## config.mk

```make
export PLATFORM = sky130hd
export DESIGN_NAME = tristate_remote_code_transmitter
export DESIGN_NICKNAME = d
export VERILOG_FILES = /design/src/rtl/core/trct_pkg.sv /design/src/rtl/core/trct_cfg_regs.sv /design/src/rtl/core/trct_framer.sv /design/src/rtl/core/trct_out_reg.sv /design/src/rtl/core/tristate_remote_code_transmitter.sv
export SDC_FILE = /design/constraint.sdc
export NUM_CORES = 1
export LEC_CHECK = 0
export BUFFER_PORTS_ARGS = -buffer_cell sky130_fd_sc_hd__buf_2
export CORE_ASPECT_RATIO = 0.75
export CORE_MARGIN = 1.5
export CORE_UTILIZATION = 50
export DETAILED_ROUTE_END_ITERATION = 12
export PLACE_DENSITY = 0.73
export SLEW_MARGIN = 25
export SYNTH_ARGS = -nofsm -noshare
export SYNTH_HDL_FRONTEND = slang
export SYNTH_SLANG_ARGS = --single-unit
```

## constraint.sdc

```tcl
create_clock -name clk_i -period 11 [get_ports clk_i]
set_input_delay 2.75 -clock clk_i [delete_from_list [all_inputs] [get_ports clk_i]]
set_output_delay 2.75 -clock clk_i [all_outputs]
set_load 0.03 [all_outputs]
```

## src/rtl/core/trct_pkg.sv

```systemverilog
// trct_pkg: shared types, register indexes, reset values and the segment length function
// for the tri-state remote code transmitter; no dependencies
package trct_pkg;

  localparam int unsigned CodeWidth     = 24;
  localparam int unsigned TickWidth     = 16;
  localparam int unsigned CodeSymbols   = CodeWidth / 2;
  localparam int unsigned SymbolsDefault = 12;
  localparam int unsigned RepeatsDefault = 4;

  localparam logic [CodeWidth-1:0] CodeWordReset   = 24'd68264;
  localparam logic [TickWidth-1:0] ShortHighReset  = 16'd250;
  localparam logic [TickWidth-1:0] LongHighReset   = 16'd810;
  localparam logic [TickWidth-1:0] ZeroLowReset    = 16'd690;
  localparam logic [TickWidth-1:0] OneLowReset     = 16'd210;
  localparam logic [TickWidth-1:0] FloatShortReset = 16'd700;
  localparam logic [TickWidth-1:0] FloatLongReset  = 16'd200;
  localparam logic [TickWidth-1:0] SyncLowReset    = 16'd7000;

  typedef enum logic [2:0] {
    RegCodeWord   = 3'd0,
    RegShortHigh  = 3'd1,
    RegLongHigh   = 3'd2,
    RegZeroLow    = 3'd3,
    RegOneLow     = 3'd4,
    RegFloatShort = 3'd5,
    RegFloatLong  = 3'd6,
    RegSyncLow    = 3'd7
  } cfg_idx_e;

  typedef enum logic [1:0] {
    SymZero   = 2'd0,
    SymOne    = 2'd1,
    SymFloatA = 2'd2,
    SymFloatB = 2'd3
  } sym_code_e;

  typedef struct packed {
    logic [CodeWidth-1:0] code_word;
    logic [TickWidth-1:0] short_high;
    logic [TickWidth-1:0] long_high;
    logic [TickWidth-1:0] zero_low;
    logic [TickWidth-1:0] one_low;
    logic [TickWidth-1:0] float_short_low;
    logic [TickWidth-1:0] float_long_low;
    logic [TickWidth-1:0] sync_low;
  } cfg_t;

  typedef struct packed {
    logic tx_level;
    logic busy;
  } res_t;

  function automatic logic [TickWidth-1:0] at_least_one(input logic [TickWidth-1:0] v);
    return (v == '0) ? TickWidth'(1) : v;
  endfunction

  // length of one segment: sync frame tail or segment seg of a symbol with code
  function automatic logic [TickWidth-1:0] seg_len(input cfg_t cfg, input logic is_sync,
                                                   input logic [1:0] code,
                                                   input logic [1:0] seg);
    logic [TickWidth-1:0] len;
    len = cfg.short_high;
    if (is_sync) begin
      len = (seg == 2'd0) ? cfg.short_high : cfg.sync_low;
    end else begin
      unique case (sym_code_e'(code))
        SymZero: len = seg[0] ? cfg.zero_low : cfg.short_high;
        SymOne:  len = seg[0] ? cfg.one_low : cfg.long_high;
        SymFloatA, SymFloatB: begin
          unique case (seg)
            2'd0: len = cfg.short_high;
            2'd1: len = cfg.float_short_low;
            2'd2: len = cfg.long_high;
            2'd3: len = cfg.float_long_low;
            default: len = cfg.short_high;
          endcase
        end
        default: len = cfg.short_high;
      endcase
    end
    return at_least_one(len);
  endfunction

endpackage

```

## src/rtl/core/trct_cfg_regs.sv

```systemverilog
// trct_cfg_regs: configuration register file, one write port, no read-back
// depends on trct_pkg
module trct_cfg_regs (
  input  logic                           clk_i,
  input  logic                           rst_ni,
  input  logic                           cfg_we_i,
  input  trct_pkg::cfg_idx_e             cfg_idx_i,
  input  logic [trct_pkg::CodeWidth-1:0] cfg_data_i,
  output trct_pkg::cfg_t                 cfg_o
);
  import trct_pkg::*;

  cfg_t cfg_q;
  logic [TickWidth-1:0] v16;

  assign v16   = cfg_data_i[TickWidth-1:0];
  assign cfg_o = cfg_q;

  always_ff @(posedge clk_i or negedge rst_ni) begin
    if (!rst_ni) begin
      cfg_q.code_word       <= CodeWordReset;
      cfg_q.short_high      <= ShortHighReset;
      cfg_q.long_high       <= LongHighReset;
      cfg_q.zero_low        <= ZeroLowReset;
      cfg_q.one_low         <= OneLowReset;
      cfg_q.float_short_low <= FloatShortReset;
      cfg_q.float_long_low  <= FloatLongReset;
      cfg_q.sync_low        <= SyncLowReset;
    end else if (cfg_we_i) begin
      unique case (cfg_idx_i)
        RegCodeWord:   cfg_q.code_word       <= cfg_data_i;
        RegShortHigh:  cfg_q.short_high      <= v16;
        RegLongHigh:   cfg_q.long_high       <= v16;
        RegZeroLow:    cfg_q.zero_low        <= v16;
        RegOneLow:     cfg_q.one_low         <= v16;
        RegFloatShort: cfg_q.float_short_low <= v16;
        RegFloatLong:  cfg_q.float_long_low  <= v16;
        RegSyncLow:    cfg_q.sync_low        <= v16;
        default: ;
      endcase
    end
  end

endmodule

```

## src/rtl/core/trct_framer.sv

```systemverilog
// trct_framer: burst, frame, symbol and segment counters with the tick timer
// depends on trct_pkg
module trct_framer #(
  parameter int unsigned SYMBOLS = trct_pkg::SymbolsDefault,
  parameter int unsigned REPEATS = trct_pkg::RepeatsDefault
) (
  input  logic           clk_i,
  input  logic           rst_ni,
  input  logic           step_i,
  input  logic           start_i,
  input  trct_pkg::cfg_t cfg_i,
  output trct_pkg::res_t res_o
);
  import trct_pkg::*;

  localparam int unsigned SymW   = $clog2(SYMBOLS + 1);
  localparam int unsigned FrameW = (REPEATS > 1) ? $clog2(REPEATS) : 1;

  logic                 active_q, active_d;
  logic [TickWidth-1:0] ticks_q, ticks_d;
  logic [SymW-1:0]      sym_q, sym_d;
  logic [1:0]           seg_q, seg_d;
  logic [FrameW-1:0]    frame_q, frame_d;

  logic                 launch;
  logic                 act_e;
  logic [TickWidth-1:0] ticks_e;
  logic [SymW-1:0]      sym_e;
  logic [1:0]           seg_e;
  logic [FrameW-1:0]    frame_e;
  logic                 sync_e;
  logic [SymW-1:0]      sym_n;
  logic [1:0]           seg_n;
  logic                 sync_n;

  // symbol code from the code word; symbols past its end read as zero
  function automatic logic [1:0] code_of(input logic [CodeWidth-1:0] cw,
                                         input logic [SymW-1:0] s);
    logic [4:0] sx;
    sx = 5'(s);
    if (sx < 5'(CodeSymbols)) begin
      return cw[2*sx[3:0] +: 2];
    end
    return SymZero;
  endfunction

  assign launch  = !active_q && start_i;
  assign act_e   = active_q || start_i;
  assign sym_e   = launch ? '0 : sym_q;
  assign seg_e   = launch ? 2'd0 : seg_q;
  assign frame_e = launch ? '0 : frame_q;
  assign ticks_e = launch ? seg_len(cfg_i, 1'b0, code_of(cfg_i.code_word, '0), 2'd0)
                          : ticks_q;
  assign sync_e  = (sym_e == SymW'(SYMBOLS));

  always_comb begin
    active_d = active_q;
    ticks_d  = ticks_q;
    sym_d    = sym_q;
    seg_d    = seg_q;
    frame_d  = frame_q;
    sym_n    = sym_e;
    seg_n    = seg_e;
    sync_n   = sync_e;
    res_o    = '{tx_level: 1'b0, busy: 1'b0};
    if (act_e) begin
      res_o    = '{tx_level: ~seg_e[0], busy: 1'b1};
      active_d = 1'b1;
      sym_d    = sym_e;
      seg_d    = seg_e;
      frame_d  = frame_e;
      if (ticks_e > TickWidth'(1)) begin
        ticks_d = ticks_e - TickWidth'(1);
      end else begin
        // segment done: move to the next one
        if (seg_e != (sync_e ? 2'd1 : 2'd3)) begin
          seg_n = seg_e + 2'd1;
        end else begin
          seg_n = 2'd0;
          if (!sync_e) begin
            sym_n = sym_e + SymW'(1);
          end else begin
            sym_n = '0;
          end
        end
        sym_d  = sym_n;
        seg_d  = seg_n;
        sync_n = (sym_n == SymW'(SYMBOLS));
        if (sync_e && seg_e == 2'd1) begin
          if (frame_e == FrameW'(REPEATS - 1)) begin
            active_d = 1'b0;
            frame_d  = '0;
          end else begin
            frame_d = frame_e + FrameW'(1);
          end
        end
        ticks_d = active_d ? seg_len(cfg_i, sync_n, code_of(cfg_i.code_word, sym_n), seg_n)
                           : '0;
      end
    end
  end

  always_ff @(posedge clk_i or negedge rst_ni) begin
    if (!rst_ni) begin
      active_q <= 1'b0;
      ticks_q  <= '0;
      sym_q    <= '0;
      seg_q    <= '0;
      frame_q  <= '0;
    end else if (step_i) begin
      active_q <= active_d;
      ticks_q  <= ticks_d;
      sym_q    <= sym_d;
      seg_q    <= seg_d;
      frame_q  <= frame_d;
    end
  end

endmodule

```

## src/rtl/core/trct_out_reg.sv

```systemverilog
// trct_out_reg: result register between the framer and the output channel
// depends on trct_pkg
module trct_out_reg (
  input  logic           clk_i,
  input  logic           rst_ni,
  input  logic           load_i,
  input  trct_pkg::res_t res_i,
  input  logic           out_stall_i,
  output logic           out_valid_o,
  output logic           full_o,
  output trct_pkg::res_t res_o
);
  import trct_pkg::*;

  logic valid_q, valid_d;
  res_t res_q;

  // full while a result waits and the receiver holds it off
  assign full_o      = valid_q && out_stall_i;
  assign out_valid_o = valid_q;
  assign res_o       = res_q;
  assign valid_d     = load_i ? 1'b1 : (valid_q && out_stall_i);

  always_ff @(posedge clk_i or negedge rst_ni) begin
    if (!rst_ni) begin
      valid_q <= 1'b0;
    end else begin
      valid_q <= valid_d;
    end
  end

  always_ff @(posedge clk_i) begin
    if (load_i) begin
      res_q <= res_i;
    end
  end

endmodule

```

## src/rtl/core/tristate_remote_code_transmitter.sv

```systemverilog
// tristate_remote_code_transmitter: top level of the tri-state remote code encoder
// depends on trct_pkg, trct_cfg_regs, trct_framer, trct_out_reg
//
// Each input transfer is one tick of the pulse timebase carrying start_req_i.
// While idle a start launches a burst of REPEATS frames; each frame is SYMBOLS
// tri-state symbols from the code word followed by a sync pulse. Start requests
// during a burst are dropped. Every input transfer yields exactly one result
// transfer carrying tx_level_o (line level for that tick) and busy_res_o.
// The result of a tick is offered on the output channel in the cycle after its
// input transfer. Throughput is one tick per cycle unless the receiver stalls
// with a result waiting; the framer updates its counters on each accepted tick.
// When the receiver stalls with a result waiting, in_stall_o goes high and the
// counters hold; input is taken again in the cycle the waiting result leaves.
// Configuration writes are registered and apply from the next segment loaded.
// Reset clears the counters (idle, line low) and loads the default timings.
module tristate_remote_code_transmitter #(
  parameter int unsigned SYMBOLS = trct_pkg::SymbolsDefault,
  parameter int unsigned REPEATS = trct_pkg::RepeatsDefault
) (
  input  logic                           clk_i,
  input  logic                           rst_ni,
  input  logic                           in_valid_i,
  output logic                           in_stall_o,
  input  logic                           start_req_i,
  output logic                           out_valid_o,
  input  logic                           out_stall_i,
  output logic                           tx_level_o,
  output logic                           busy_res_o,
  input  logic                           cfg_we_i,
  input  trct_pkg::cfg_idx_e             cfg_idx_i,
  input  logic [trct_pkg::CodeWidth-1:0] cfg_data_i
);
  import trct_pkg::*;

  cfg_t cfg;
  res_t res_new, res_out;
  logic in_xfer;
  logic full;

  assign in_stall_o = full;
  assign in_xfer    = in_valid_i && !full;
  assign tx_level_o = res_out.tx_level;
  assign busy_res_o = res_out.busy;

  trct_cfg_regs u_cfg (
    .clk_i      (clk_i),
    .rst_ni     (rst_ni),
    .cfg_we_i   (cfg_we_i),
    .cfg_idx_i  (cfg_idx_i),
    .cfg_data_i (cfg_data_i),
    .cfg_o      (cfg)
  );

  trct_framer #(
    .SYMBOLS (SYMBOLS),
    .REPEATS (REPEATS)
  ) u_framer (
    .clk_i   (clk_i),
    .rst_ni  (rst_ni),
    .step_i  (in_xfer),
    .start_i (start_req_i),
    .cfg_i   (cfg),
    .res_o   (res_new)
  );

  trct_out_reg u_out (
    .clk_i       (clk_i),
    .rst_ni      (rst_ni),
    .load_i      (in_xfer),
    .res_i       (res_new),
    .out_stall_i (out_stall_i),
    .out_valid_o (out_valid_o),
    .full_o      (full),
    .res_o       (res_out)
  );

  // an accepted tick always shows up as a result in the next cycle
  a_xfer_gives_result : assert property (@(posedge clk_i) disable iff (!rst_ni)
    in_xfer |=> out_valid_o)
    else $error("accepted tick produced no result");

  // input is only held off by a waiting result
  a_stall_only_when_full : assert property (@(posedge clk_i) disable iff (!rst_ni)
    in_stall_o |-> (out_valid_o && out_stall_i))
    else $error("input stalled with room in the result register");

  // the line stays low outside a burst
  a_idle_line_low : assert property (@(posedge clk_i) disable iff (!rst_ni)
    (out_valid_o && !busy_res_o) |-> !tx_level_o)
    else $error("line high while idle");

endmodule

```

Yosys cells after proc, flatten, opt, wreduce, memory -nomap -nowiden:

Index checks and enable logic that the tools add are counted.

* register bits after elaboration: 164
* bits in latches: 0
* bits in writable memories: 0
* bits in read-only memories: 0
* input bits: 33
* output and inout bits: 4
* word-level logic and storage cells: 113
* memories kept: 0

* add/subtract/negate cells: 4
* $mul: 0
* divide/modulo/power cells: 0
* magnitude comparators: 2
* equal/unequal tests: 21
* shift operators: 1
* multiplexer cells: 44
* bitwise gates (word level): 1
* reduce and logical (&&, ||, !) cells: 24

Operator list (number)
* two-way mux 16 bit: 11
* one-hot mux 16 bit (4 select lines): 1
* one-hot mux 16 bit (3 select lines): 1
* logical NOT 16 bit: 2
* one-hot mux 16 bit (2 select lines): 1
* two-way mux 2 bit: 14
* two-way mux 4 bit: 6
* indexed part select 24 x 6 -> 2 bit: 1
* AND reduction 2 bit: 9
* > comparator 16 x 1 -> 1 bit, second input constant: 1
* subtractor 16 x 1 -> 16 bit, second input constant: 1
* equality test 2 bit, second input constant: 7
* equality test 3 bit, second input constant: 4
* two-way mux 1 bit: 10
* equality test 2 x 1 -> 1 bit, second input constant: 4
* equality test 4 bit, second input constant: 2
* equality test 3 x 2 -> 1 bit, second input constant: 2
* logical NOT 2 bit: 3
* adder 2 x 1 -> 2 bit, second input constant: 2
* adder 4 x 1 -> 4 bit, second input constant: 1
* logical AND 1 bit: 4
* < comparator 4 bit, second input constant: 1
* equality test 3 x 1 -> 1 bit, second input constant: 1
* logical NOT 3 bit: 1
* other kinds (6): 7

Logic depth before layout (Yosys ltp):

Gate-level depths: netlist of the first run.

* word-level depth: 26
* mapped depth: 23
* depth with buffers taken out: 15

By module:

A second synthesis of the first run with hierarchy kept.

* cell total of the unflattened synthesis: 937
* area, all modules: 9952.0 µm²

Modules (own cells, without submodules)
* trct_cfg_regs: instances 1, cells each 296, area each 5270.1 µm², sequential area each 3455.8 µm²
* trct_framer: instances 1, cells each 635, area each 4569.4 µm², sequential area each 625.6 µm²
* trct_out_reg: instances 1, cells each 5, area each 98.8 µm², sequential area each 85.1 µm²
* tristate_remote_code_transmitter: instances 1, cells each 1, area each 13.8 µm², sequential area each 0.0 µm²

Least setup slack after synthesis of the first run:

No wires, ideal clock.

* kind: input port to flip-flop
* start point: in start_req_i
* end point: reg u_framer.ticks_q[0]
* setup time: 0.076 ns
* data arrival time: 6.993 ns
* required time: 10.924 ns
* slack: 3.931 ns
* cell stages on the path: 22
* buffers on the path: 7
* path through: nand2b_1 buf_4 buf_2 clkbuf_1 clkbuf_1 clkbuf_1 and2_1 inv_1 ha_1 and3_1 buf_2 mux2_4 o21ai_4 o211ai_2 nand2_4 buf_6 mux2i_1 a221oi_1 a31oi_1 o21ai_1 or4_1 o21ai_1

* longest elaborated chain between the ends: 25
* elaborated cells on any way between the ends: 59
* classes of those cells: add/sub (3); order compare (2); eq/ne (11); shift (1); mux (34); reduce/logical (8)

Ends and longest elaborated chain
* start, declared: line tristate_remote_code_transmitter.sv:24 `input logic start_req_i,`
* branches (longest 25 deep; another with adder 4 x 1 -> 4 bit)
* end signal, assigned: line trct_framer.sv:112 `ticks_q <= ticks_d;`
* end, declared: line trct_framer.sv:20 `logic [TickWidth-1:0] ticks_q, ticks_d;`

Several ways; the timed one is not identified. The select of a mux whose other input is x is not followed.
A chain may end at the register's enable or synchronous reset.

Worst setup path after layout of the first run:

Same ends and word-level chain as after synthesis.

==> impl_metrics.csv, run 1 <==
group,metric,value,unit
sta,period_share,62.8,%
finish,fill_cells,1714,
critical_path,crit_top_cell,"o21ai_1",
yosys,synth_common_cells,"140 x mux2_2, 120 x dfrtp_1, 83 x o21ai_0",
detailed_routing,vias,8476,
detailed_routing,drt-total-wl,29800,um
clocking,clock_sinks,164,
sta,final.min_clock_period,6910,ps
sta,rsz0062_at_grt,"false",
critical_path,worst_setup_path_start_kind,"primary input",
critical_path,arrival,7280,ps
global_route,grt_pass1_wl,46800,um
global_route,grt_use_total,29.2,%
yosys,synth_edf_count,2,
sta,clock.fmax,145,MHz
critical_path,path_buf_inv,3,
floorplan,placementRows,44,
critical_path,regToRegStartpoint,"u_framer.active_q",
clocking,clock_latency,450,ps
flow_run,drv_cap,0,
pwr,leakage,4.40,nW
clocking,cts_inserted_buffers,17,
clocking,clk_pin_slew,70,ps
yosys,synth_top_cell_area_share,30.0,%
yosys,ys_ff_latch,164,
detailed_routing,wire_per_inst,23.6,um
yosys,synthArstFlopShare,98.8,%
clocking,cts.repair.resized,0,
detailed_routing,vias_per_cell,6.71,
sta,hold_violations,0,
global_route,antenna_found_initial,0,
status,outcome,"finished, violations left",
critical_path,cp_cell_sequence,"buf_2 -> nand2b_1 -> buf_4 -> and2_1 -> inv_1 -> ha_1 -> nand3_2 -> mux2_4 -> a21oi_4 -> mux2_2 -> a211oi_1 -> or3_1 -> nor2_1 -> a21oi_1 -> o21ai_1 -> or4_1 -> o21ai_1",
global_route,grt_start_max_net_pins,86,
sta,final.setup_skew,10.9,ps
floorplan,fp.dieW,166,um
detailed_routing,route.detailed.drc,2,
yosys,synthesis.nets,1032,
min_path,min-delay-start,"u_framer.ticks_q[12]",
yosys,synth_area_leaders,"dfrtp_1 30%, mux2_2 16%, dfstp_2 11%",
placed_design,gp_congestion,0.980,
critical_path,cp.required,11370,ps
yosys,synth_top_area_cell,"dfrtp_1",
yosys,ys_seq_area_share,41.6,%
yosys,syn_area,10000,um2
pwr,power_density,188,nW/um2
detailed_routing,ant_nets,0,
floorplan,initial_core_util,51.4,%
floorplan,die_height,126,um
global_route,grt_pass1_vias,8034,
sta,finalSetupViolCount,0,
finish,antenna_cells,0,
pwr,ir_drop,0.000111,V
critical_path,cp_slowest_cell,"or4_1",
clocking,ctsLongestPathBuffers,2,
critical_path,path_delay_family,"simple AND/OR/NAND/NOR gates",
floorplan,coreArea,19500,um2
pwr,p_total,2.07,mW
floorplan,fp.dieArea,20900,um2
finish,area_growth,9.73,%
placed_design,io_buffer_count,36,
clocking,cts-root-buf,"clkbuf_16",
critical_path,startpoint,"start_req_i",
status,violations,"DRC",
clocking,cts_setup_buffers,0,
sta,max_slew.worst_pin.slew,1030,ps
sta,setup-tns-final,0,ps
global_route,grt_overflow_total,0,
finish,layout.nets,1038,
yosys,yosys_warnings,0,
clocking,cts.htree.levels,4,
sta,max_slew_margin,31.0,%
yosys,synth.most_common_cell,"mux2_2",
critical_path,cp-end-kind,"flop",
critical_path,path_max_fanout,48,
clocking,cts-hold-fix-buffers,0,
yosys,synthCells,991,
clocking,tritoncts,"built",
critical_path,crit_type,"in2reg",
detailed_routing,dr.pass1.iters,11,
min_path,hp-class,"reg2reg",
detailed_routing,drt_iter0_markers,1177,
sta,maxSlewViolCount,0,
critical_path,critical-path-max-stage-delay,570,ps
yosys,syn_avg_cell_area,10.1,um2
yosys,yosysUniqueCellTypes,83,
placed_design,post-dp-hpwl,20700,um
yosys,ys.flop_type,"dfrtp_1",
finish,drive_gt1_share,30.0,%
floorplan,io_pins,37,
[placed cells by master, fill, tap and decap left out, types with 16 or more instances in the layout]
cell type,instances
a21oi_1,26
nor2_1,80
clkbuf_16,17
nand3_1,41
mux2_2,140
mux2i_1,35
dfstp_2,42
a31oi_1,16
buf_2,35
and2_1,19
nand2_1,68
o21ai_0,83
a222oi_1,16
dfrtp_1,120
[cell type report]
class	instances	area (um2)	share of cell area [%]
clock inverters	14	163	1.48
clock buffers	18	429	3.90
repair buffers	55	348	3.16
inverters	12	45.0	0.410
flip-flops and latches	164	4170	37.9
multi-input cells	747	5530	50.3
well taps	253	317	2.88
[registers in the layout, summed over array words and instances (netlist names)]
register / flops
u_framer.seg_q: 2
u_framer.sym_q: 4
u_out.res_o: 2
u_framer.frame_q: 2
u_out.out_valid_o: 1
u_framer.ticks_q: 16
u_cfg.cfg_o: 136
u_framer.active_q: 1
[cells by family (layout without fill, tap and decap cells)]
logic type                 count (synthesis)  count (layout)  share of synthesized area, %
xor gates and xnor gates                  18              18                          1.57
DFF                                      164             164                          41.6
muxes                                    180             180                          20.1
AOI/OAI and AO/OA                        246             246                          17.1
adders and majority gates                  8               8                         0.999
buffers and inverters                     80              99                          3.60
and+or+nand+nor                          295             295                          15.0
[where the power goes]
group	switching (mW)	internal (mW)	total, mW
sequential	0.143	0.763	0.906
combinational	0.290	0.257	0.547
clock	0.274	0.341	0.615
[path summary, 6_finish.rpt]
kind / endpoint / slack [ps] / depth (start not counted)
min in group asynchronous: u_out.out_valid_o / 2350 / 1
worst max register to register: u_framer.ticks_q[0] / 6000 / 17
worst max-delay path: u_framer.ticks_q[0] / 4090 / 17
worst min register to register: u_framer.ticks_q[12] / 490 / 2
worst min-delay path: u_framer.ticks_q[12] / 490 / 2
max in group asynchronous: u_cfg.cfg_o[125] / 7440 / 2
[layer usage]
| layer | global-route usage, % | vias to the layer above | part of all wire (%) |
|---|---|---|---|
| li1 | - | 3756 | - |
| met3 | 6.20 | 82 | 9.3 |
| met5 | 1.37 | - | 0.14 |
| met1 | 43.3 | 4189 | 46 |
| met2 | 41.8 | 447 | 42 |
| met4 | 10.4 | 2 | 2.8 |
[worst min-delay path, cell delays in order, from the launching register on]
cell and delay, ps:
dfrtp_1 340, nand2_1 50, o21ai_0 60
[through the flow]
step / area [um2] / utilization, % / cells / hold slack [ps] / setup slack [ps]
3_5_place_dp: 10400 / 53.1 / 1227 / 472 / 3760
6_report: 11000 / 56.4 / 1263 / 486 / 4090
3_3_place_gp: 10400 / 53.1 / 1227 / 464 / 3840
5_1_grt: 11000 / 56.4 / 1263 / 515 / 3930
4_1_cts: 10900 / 56.2 / 1259 / 485 / 4230
2_1_floorplan: 10000 / - / 991 / 449 / 3930
No activity file was read; power rests on OpenSTA's default activity.
==> run 2, diff against run 1 <==
clock period = 7.1 ns   (was 11 ns; I/O delays follow)
==> run 2 against run 1 <==
Against the previous run: the flow still finishes with violations (DRC); first-iteration DRC count increased by 3.8%; critical path depth stayed put; register-to-register slack got worse by 3700 ps; setup slack worse by 2700 ps; hold slack better by 3.8 ps; global-route usage up 0.72 points; sequential cell count unchanged; core utilization is 0.31 points higher; critical endpoint unchanged; largest power group unchanged.
==> impl_metrics.csv, run 2 (same netlist as run 1, synthesis figures left out) <==
group,metric,value,unit
sta,hold_violations,0,
detailed_routing,route.detailed.drc,4,
sta,rsz0062_at_grt,"false",
placed_design,place_area,10400,um2
placed_design,place_inst,1231,
detailed_routing,drt_iter0_markers,1222,
floorplan,die_height,126,um
clocking,tritoncts,"built",
sta,period_share,81.0,%
finish,design_area,11100,um2
pwr,leakage,4.43,nW
sta,setup-tns-final,0,ps
finish,final_common_cell,"mux2_2",
clocking,ctsLongestPathBuffers,2,
global_route,grt_pass1_vias,8212,
floorplan,io_pins,37,
critical_path,worst_setup_path_start_kind,"primary input",
min_path,min_path_cells,2,
detailed_routing,drt-total-wl,30700,um
clocking,clock_sinks,164,
pwr,ir_drop,0.000173,V
detailed_routing,vias_per_cell,6.77,
critical_path,cp.required,7460,ps
floorplan,fp.dieArea,20900,um2
clocking,clk_pin_slew,70,ps
finish,area_growth,10.3,%
finish,largest_reg_flops,136,
pwr,pwr-share-clk,31.3,%
clocking,cts_setup_buffers,0,
floorplan,coreArea,19500,um2
global_route,grt_start_max_net_pins,70,
global_route,antenna_found_initial,0,
detailed_routing,vias,8556,
pwr,switching_power,1.13,mW
sta,max_slew_margin,27.9,%
pwr,p_sw_share,34.0,%
pwr,p_int,2.19,mW
sta,clock.fmax,174,MHz
flow_run,drv_cap,0,
floorplan,placementRows,44,
sta,maxSlewViolCount,0,
clocking,clock_latency,440,ps
critical_path,cp-end-kind,"flop",
floorplan,fp.dieW,166,um
global_route,grt_overflow_total,0,
sta,final.setup_skew,14.2,ps
status,violations,"DRC",
critical_path,reg2regPathDepth,16,
sta,finalSetupViolCount,0,
placed_design,io_buffer_count,36,
finish,layout.nets,1039,
clocking,cts.htree.levels,4,
global_route,grt_use_total,29.9,%
critical_path,crit_type,"in2reg",
detailed_routing,ant_nets,0,
min_path,hp-class,"reg2reg",
placed_design,gp_congestion,1.01,
clocking,cts-hold-fix-buffers,0,
clocking,cts.repair.resized,0,
pwr,p_comb_share,26.1,%
pwr,power_density,300,nW/um2
detailed_routing,wire_per_inst,24.3,um
pwr,power_frac_seq,42.6,%
critical_path,arrival,6110,ps
detailed_routing,dr.pass1.iters,11,
critical_path,path_max_fanout,19,
placed_design,post-dp-hpwl,21600,um
finish,mostFrequentLayoutCells,"140 x mux2_2, 120 x dfrtp_1, 83 x o21ai_0, 79 x nor2_1, 68 x nand2_1",
finish,final_cells,1264,
clocking,cts-root-buf,"clkbuf_16",
finish,drive_gt1_share,30.3,%
sta,max_slew.worst_pin.slew,1080,ps
finish,antenna_cells,0,
clocking,cts_inserted_buffers,17,
global_route,grt_pass1_wl,48600,um
floorplan,initial_core_util,51.4,%
sta,final.min_clock_period,5750,ps
status,outcome,"finished, violations left",
-- run 2: cell types whose count changed in the layout (fill, tap and decap cells not counted), sizes merged --
| cell | previous run | this run |
|---|---|---|
| buf | 55 | 56 |
| clkinv | 3 | 1 |
| bufinv | 2 | 4 |
-- run 2: metrics by stage --
stage / total power, mW / hold WS [ps] / setup WS (ps) / utilization (%)
floorplan: 1.96 / 449 / 1010 / -
global placement: 2.22 / 463 / 1100 / 53.2
detailed placement: 2.25 / 476 / 1040 / 53.3
CTS: 3.29 / 491 / 1510 / 56.7
global route: 3.46 / 516 / 1120 / 56.7
finish: 3.32 / 490 / 1350 / 56.7
-- run 2: power by group through the flow --
stage	clock network [mW]	logic [mW]	registers [mW]
after floorplan	0	0.648	1.31
after global placement	0	0.817	1.41
after detailed placement	0	0.834	1.41
after CTS	1.05	0.842	1.40
after global routing	1.09	0.934	1.43
final	1.04	0.867	1.41
-- run 2: worst paths after layout --
path | startpoint | to | slack [ps]
max | start_req_i | u_framer.ticks_q[0] | 1350
min | u_framer.ticks_q[9] | u_framer.ticks_q[9] | 490
max reg2reg | u_framer.active_q | u_framer.ticks_q[0] | 2270
min reg2reg | u_framer.ticks_q[9] | u_framer.ticks_q[9] | 490
max in group asynchronous | rst_ni | u_cfg.cfg_o[79] | 4710
min in group asynchronous | rst_ni | u_framer.active_q | 1190
-- run 2: critical path, cell delays in order --
cell and delay, ps:
buf_2 150, nand2b_1 100, buf_4 210, and2_1 190
inv_1 60, ha_1 280, and3_1 350, o22ai_1 200
a211oi_2 600, o31ai_1 170, a211oi_1 300, or3_1 460
nor2_1 200, a21oi_1 160, o21ai_1 170, or4_1 570
o21ai_1 150
-- run 2: routing by layer --
metal  vias to the layer above  GRT usage [%]  share of wire, %
li1                       3747              -                 -
met1                      4259           44.6                45
met3                        59           7.53                10
met2                       491           43.3                43
met4                         0           7.54               1.9
met5                         -              0                 0
-- run 2: final cells by class --
type                            instances  area, um2
Clock buffer                           18        439
Clock inverter                         14        211
Fill cell                            1690       8430
Inverter                               12       45.0
Multi-Input combinational cell        747       5530
Sequential cell                       164       4170
Tap cell                              253        317
Timing Repair Buffer                   56        348
